[src/hdl/vli_pkg.sv]
// ---------------------------------------------------------------------------
// vli_pkg
// Shared types, widths and codes of the vertex light intensity block.
// ---------------------------------------------------------------------------
`default_nettype none

package vli_pkg;

  localparam int POS_W     = 32;
  localparam int NRM_W     = 16;
  localparam int INT_W     = 18;
  localparam int MAG_W     = 20;  // normalized magnitude, top bit at 2^19
  localparam int ROOT_W    = 21;  // integer root of the normalized squared length
  localparam int QUO_W     = 15;  // unit component magnitude, up to 2^14
  localparam int ATT_W     = 17;  // unsigned Q1.16
  localparam int SQ_W      = 48;  // saturated squared distance
  localparam int SUMSQ_W   = 42;  // sum of squared normalized magnitudes
  localparam int CFG_IDX_W = 3;
  localparam int CFG_DAT_W = 64;

  localparam logic [1:0] MODE_DIR   = 2'd0;
  localparam logic [1:0] MODE_POINT = 2'd1;
  localparam logic [1:0] MODE_SPOT  = 2'd2;
  localparam logic [1:0] MODE_OFF   = 2'd3;

  localparam logic [CFG_IDX_W-1:0] REG_MODE     = 3'd0;
  localparam logic [CFG_IDX_W-1:0] REG_POS_X    = 3'd1;
  localparam logic [CFG_IDX_W-1:0] REG_POS_Y    = 3'd2;
  localparam logic [CFG_IDX_W-1:0] REG_POS_Z    = 3'd3;
  localparam logic [CFG_IDX_W-1:0] REG_DIR      = 3'd4;
  localparam logic [CFG_IDX_W-1:0] REG_STRENGTH = 3'd5;
  localparam logic [CFG_IDX_W-1:0] REG_DFALL    = 3'd6;
  localparam logic [CFG_IDX_W-1:0] REG_CFALL    = 3'd7;

  localparam logic [ATT_W-1:0] ONE_Q16      = 17'h10000;
  localparam logic [15:0]      STRENGTH_RST = 16'd256;

  typedef struct packed {
    logic signed [POS_W-1:0] pos_x;
    logic signed [POS_W-1:0] pos_y;
    logic signed [POS_W-1:0] pos_z;
    logic signed [NRM_W-1:0] nrm_x;
    logic signed [NRM_W-1:0] nrm_y;
    logic signed [NRM_W-1:0] nrm_z;
  } in_t;

  typedef struct packed {
    logic signed [INT_W-1:0] intensity;
    logic                    cut_off;
  } out_t;

  typedef struct packed {
    logic [1:0]              mode;
    logic signed [POS_W-1:0] lpos_x;
    logic signed [POS_W-1:0] lpos_y;
    logic signed [POS_W-1:0] lpos_z;
    logic signed [NRM_W-1:0] dir_x;
    logic signed [NRM_W-1:0] dir_y;
    logic signed [NRM_W-1:0] dir_z;
    logic [15:0]             strength;
    logic [31:0]             near_sq;
    logic signed [31:0]      far_slope;
    logic [15:0]             cone_start;
    logic signed [15:0]      cone_slope;
  } cfg_t;

  typedef logic [2:0][MAG_W-1:0] mag3_t;
  typedef logic [2:0][QUO_W-1:0] quo3_t;

  // Per-vertex data that rides along the root and divide stages.
  typedef struct packed {
    logic [2:0][NRM_W-1:0] nrm;
    logic [2:0]            neg;
    logic                  vzero;
    logic                  dcut;
    logic [ATT_W-1:0]      att;
  } side_t;

endpackage

`default_nettype wire

[src/hdl/vli_sqrt.sv]
// ---------------------------------------------------------------------------
// vli_sqrt
// Pipelined integer square root, one result bit per register stage.
// ---------------------------------------------------------------------------
`default_nettype none

module vli_sqrt (
  input  logic                        clk,
  input  logic                        rst_n,
  input  logic                        en,
  input  logic                        in_valid,
  input  vli_pkg::side_t              in_side,
  input  vli_pkg::mag3_t              in_mag,
  input  logic [vli_pkg::SUMSQ_W-1:0] in_sumsq,
  output logic                        out_valid,
  output vli_pkg::side_t              out_side,
  output vli_pkg::mag3_t              out_mag,
  output logic [vli_pkg::ROOT_W-1:0]  out_root
);
  import vli_pkg::*;

  localparam int RW = SUMSQ_W + 2;

  logic              vld_r  [ROOT_W];
  logic [RW-1:0]     rem_r  [ROOT_W];
  logic [ROOT_W-1:0] root_r [ROOT_W];
  side_t             side_r [ROOT_W];
  mag3_t             mag_r  [ROOT_W];

  for (genvar j = 0; j < ROOT_W; j++) begin : g_stage
    localparam int K = ROOT_W - 1 - j;
    logic              src_v;
    logic [RW-1:0]     src_rem;
    logic [ROOT_W-1:0] src_root;
    side_t             src_side;
    mag3_t             src_mag;
    logic [RW-1:0]     trial;
    logic              take;

    if (j == 0) begin : g_first
      assign src_v    = in_valid;
      assign src_rem  = RW'(in_sumsq);
      assign src_root = '0;
      assign src_side = in_side;
      assign src_mag  = in_mag;
    end else begin : g_next
      assign src_v    = vld_r[j-1];
      assign src_rem  = rem_r[j-1];
      assign src_root = root_r[j-1];
      assign src_side = side_r[j-1];
      assign src_mag  = mag_r[j-1];
    end

    // (r + 2^K)^2 - r^2 = r*2^(K+1) + 2^(2K)
    assign trial = (RW'(src_root) << (K + 1)) | (RW'(1) << (2 * K));
    assign take  = (src_rem >= trial);

    always_ff @(posedge clk) begin
      if (!rst_n) begin
        vld_r[j] <= 1'b0;
      end else if (en) begin
        vld_r[j] <= src_v;
      end
    end

    always_ff @(posedge clk) begin
      if (en) begin
        rem_r[j]  <= take ? src_rem - trial : src_rem;
        root_r[j] <= take ? (src_root | (ROOT_W'(1) << K)) : src_root;
        side_r[j] <= src_side;
        mag_r[j]  <= src_mag;
      end
    end
  end

  assign out_valid = vld_r[ROOT_W-1];
  assign out_side  = side_r[ROOT_W-1];
  assign out_mag   = mag_r[ROOT_W-1];
  assign out_root  = root_r[ROOT_W-1];

endmodule

`default_nettype wire

[config.mk]
export PLATFORM = sky130hd
export DESIGN_NAME = vli_sqrt
export DESIGN_NICKNAME = d
export VERILOG_FILES = /design/src/hdl/vli_pkg.sv /design/src/hdl/vli_sqrt.sv
export SDC_FILE = /design/constraint.sdc
export NUM_CORES = 2
export LEC_CHECK = 0
export BUFFER_PORTS_ARGS = -buffer_cell sky130_fd_sc_hd__buf_4
export CAP_MARGIN = 5
export CELL_PAD_IN_SITES_DETAIL_PLACEMENT = 1
export CELL_PAD_IN_SITES_GLOBAL_PLACEMENT = 2
export CORE_MARGIN = 3
export CORE_UTILIZATION = 49
export DETAILED_ROUTE_END_ITERATION = 7
export GPL_TIMING_DRIVEN = 0
export PLACE_DENSITY_LB_ADDON = 0.1
export SLEW_MARGIN = 30
export SYNTH_ARGS = -nofsm -noshare
export SYNTH_HDL_FRONTEND = slang
export SYNTH_MEMORY_MAX_BITS = 65536
export SYNTH_SLANG_ARGS = --single-unit
[constraint.sdc]
create_clock -name clk -period 3.9 [get_ports clk]
set_input_delay 0.195 -clock clk [delete_from_list [all_inputs] [get_ports clk]]
set_output_delay 0.195 -clock clk [all_outputs]
set_load 0.03 [all_outputs]
==> results.tsv <==
stage	metric	value	unit
logic_synthesis	ys_seq_elements	3861	
place	dp_cells	10800	
logic_synthesis	synth_compound_area_share	3.15	%
floorplanning	rows	192	
power_and_ir_drop	power_frac_seq	54.8	%
setup_path	path_class	reg -> reg	
floorplanning	io_pins	328	
power_and_ir_drop	sw_frac_of_total	21.5	%
global_route	antenna_found_initial	5	
timing	period_needed	3790	ps
timing	clock-skew-final	81.1	ps
floorplanning	core_area	274000	um^2
logic_synthesis	synth_area_leaders	edfxtp_1, ha_1, xnor2_1	
power_and_ir_drop	switching_power	0.0200	W
drt	first_pass_iters	7	
drt	routed_wl	220	mm
power_and_ir_drop	p_leak	56.3	nW
drt	remaining_drc_errors	0	
clock_network	insertion_delay	900	ps
setup_path	r2r_start	rem_r[2][59]	
global_route	grt_pass1_vias	63500	
logic_synthesis	ys.flop_type	edfxtp_1	
setup_path	critPathMaxStageDelay	660	ps
clock_network	ctsHtreeMaxLevel	5	
floorplanning	dieArea	282000	um^2
global_route	grt_max_degree	204	
min_path	hold_class	in -> reg	
logic_synthesis	synth_top_family_by_area	simple AND/OR/NAND/NOR gates	
layout	areaGrowthSynthToFinish	17.7	%
setup_path	path_buf_inv	1	
setup_path	cp_max_fo	8	
logic_synthesis	synthTopCellsByCount	edfxtp_1, inv_1, nand2_1	
power_and_ir_drop	combPwrFrac	6.9	%
setup_path	path_cells	ha_1, clkbuf_1, and4_1, nand4_1, o2111ai_2, nor2_1, o311a_1, o21a_1, or4_1, nor4_1, xor2_1	
timing	setup_ws	111	ps
logic_synthesis	syn_inst	6829	
timing	relSlewSlack	41.3	%
global_route	grt_pass1_wl	347	mm
global_route	grt_use_total	15.5	%
clock_network	numCtsBuffers	384	
logic_synthesis	yosys_warnings	0	
layout	final_area	159000	um^2
drt	drtIter0Drc	3607	
timing	maxSlewViolCount	0	
logic_synthesis	synth-seq-area-share	85.9	%
logic_synthesis	synth.top_cell.area_share	85.9	%
logic_synthesis	synth-simple-area-share	4.63	%
timing	tightest_slew	867	ps
place	placed_cell_area	143000	um^2
min_path	hp-start	in_mag[10]	
logic_synthesis	synth.largest_area_cell	edfxtp_1	
logic_synthesis	async_reset_ff_share	0	%
timing	hold_violations	0	
drt	wl_per_cell	18.6	um
timing	maxClockFrequency	264	MHz
timing	rsz0062_at_grt	no	
drt	vias	59200	
logic_synthesis	synth_fa_ha_area_share	2.30	%
global_route	grt_overflow_total	0	
clock_network	cts_sinks	3861	
drt	ant_nets	0	
floorplanning	die_y	531	um
power_and_ir_drop	p_clk_share	38.3	%
floorplanning	start_util	49.3	%
power_and_ir_drop	internal_power	0.0728	W
setup_path	rrSetupSlack	110	ps
place	io_buffers	327	
layout	finalNetCount	8328	
logic_synthesis	synthMuxAreaShare	0.434	%
power_and_ir_drop	cellPowerDensity	585	nW/um^2
logic_synthesis	syn_nets	7253	
logic_synthesis	yosysMostFrequentCell	edfxtp_1	
power_and_ir_drop	peakVddDrop	0.000401	V
floorplanning	die_x	531	um
logic_synthesis	synth_cell_type_count	81	
timing	setup_viol	0	
setup_path	crit_path_start	rem_r[2][59]	
timing	fin_crit_sh	97.1	%
setup_path	required	4470	ps
clock_network	clock_path_buffers	4	
clock_network	cts_tree	done	
place	dp_hpwl	138	mm
job	drv_cap	0	
setup_path	crit_path_top_delay_cell	or4_1	
layout	stdcell_count	11800	
layout	drive_above_1_share	12.5	%
setup_path	worstPathArrival	4360	ps
logic_synthesis	syn_avg_cell_area	19.8	um^2
logic_synthesis	synth-xor-area-share	2.52	%
clock_network	path_clk_slew	60	ps
run_status	status	finished clean	
setup_path	crit_family	simple AND/OR/NAND/NOR gates	
setup_path	startpoint_type	register	
setup_path	critPathCaptureType	register	
clock_network	root_buffer	clkbuf_16	
place	pre_cts_ws	-2280	ps
place	gp_congestion	0.872	
drt	via_per_inst	5.02	
logic_synthesis	syn-cell-area	135000	um^2
logic_synthesis	synth_edf_count	3860	
per-stage QoR:
step           TNS [ps]  hold WS (ps)  util [%]  power [W]
2_1_floorplan         0           294         -     0.0548
3_3_place_gp          -           373      51.8     0.0600
3_5_place_dp    -984590           374      52.1     0.0578
4_1_cts               0         0.413      57.9     0.0940
5_1_grt               0          19.1      58.0     0.0969
6_report              0          69.3      58.0     0.0928
routing by layer:
layer / global-route usage [%] / up-vias / routed length, um
met4: 4.88 / 0 / 6720
met3: 2.71 / 442 / 8200
li1: - / 28700 / -
met5: 0 / - / 0
met1: 18.9 / 29200 / 90500
met2: 27.9 / 879 / 114000
registers in the layout (all words and copies together) (netlist names):
register  count
side_r     1470
rem_r       879
vld_r        21
mag_r      1260
root_r      231
worst paths after layout:
check | end | depth (start not counted)
hold / removal | mag_r[0][10] | 2
setup reg to reg | rem_r[2][123] | 11
hold reg to reg | mag_r[1][41] | 0
setup / recovery | rem_r[2][123] | 11
power groups by stage:
stage	clock, W	combinational (W)	sequential (W)
after global placement	0	0.00585	0.0541
after CTS	0.0367	0.00647	0.0509
after global routing	0.0385	0.00723	0.0512
final	0.0355	0.00644	0.0508
after detailed placement	0	0.00612	0.0517
after floorplan	0	0.00365	0.0512
logic make-up (layout without fill, tap and decap cells):
group           after synthesis  count (layout)
compound gates              698             698
buf+inv                     375            1755
other cells                   1               4
flops                      3861            3861
mux                          53              53
simple gates               1205            1205
fa+ha+maj                   248             248
xor+xnor                    388             388
what timing repair did:
item | CTS | global route
endpoints found under the hold margin | 263 | 1
cloned | 5 | 4
setup buffers | 0 | 3
pin swaps | 1 | 3
gates resized for setup | 20 | 22
endpoints found under the setup margin | 574 | 408
hold buffers | 324 | 1
cell type report:
type | count | area [um^2]
clock buffers | 468 | 10000
plain buffers | 60 | 254
clock inverters | 223 | 2240
repair buffers | 695 | 6920
flip-flops and latches | 3861 | 116000
diodes | 3 | 7.51
fillers | 23600 | 115000
well taps | 3589 | 4490
inverters | 309 | 1160
multi-input cells | 2593 | 17700
layout by cell type (no fill, tap or decap), types with 31 or more instances in the layout:
| cell | instances |
|---|---|
| edfxtp_1 | 3860 |
| clkbuf_16 | 393 |
| buf_4 | 329 |
| dlygate4sd3_1 | 318 |
| inv_1 | 308 |
| nand2_1 | 271 |
| nor2_1 | 261 |
| ha_1 | 247 |
| a21oi_1 | 235 |
| xnor2_1 | 199 |
| xor2_1 | 189 |
| o21ai_0 | 176 |
| nor4_1 | 133 |
| nor3_1 | 123 |
| clkbuf_1 | 114 |
| clkinv_1 | 79 |
| a21o_1 | 75 |
| clkinv_2 | 66 |
| nand4_1 | 59 |
| nand3_1 | 54 |
| o21a_1 | 53 |
| nand2b_1 | 49 |
| or3_1 | 43 |
| mux2_2 | 43 |
| bufinv_16 | 39 |
| nor2b_1 | 35 |
| buf_16 | 34 |
| and3_1 | 31 |
No activity file was read; power rests on OpenSTA's default activity.
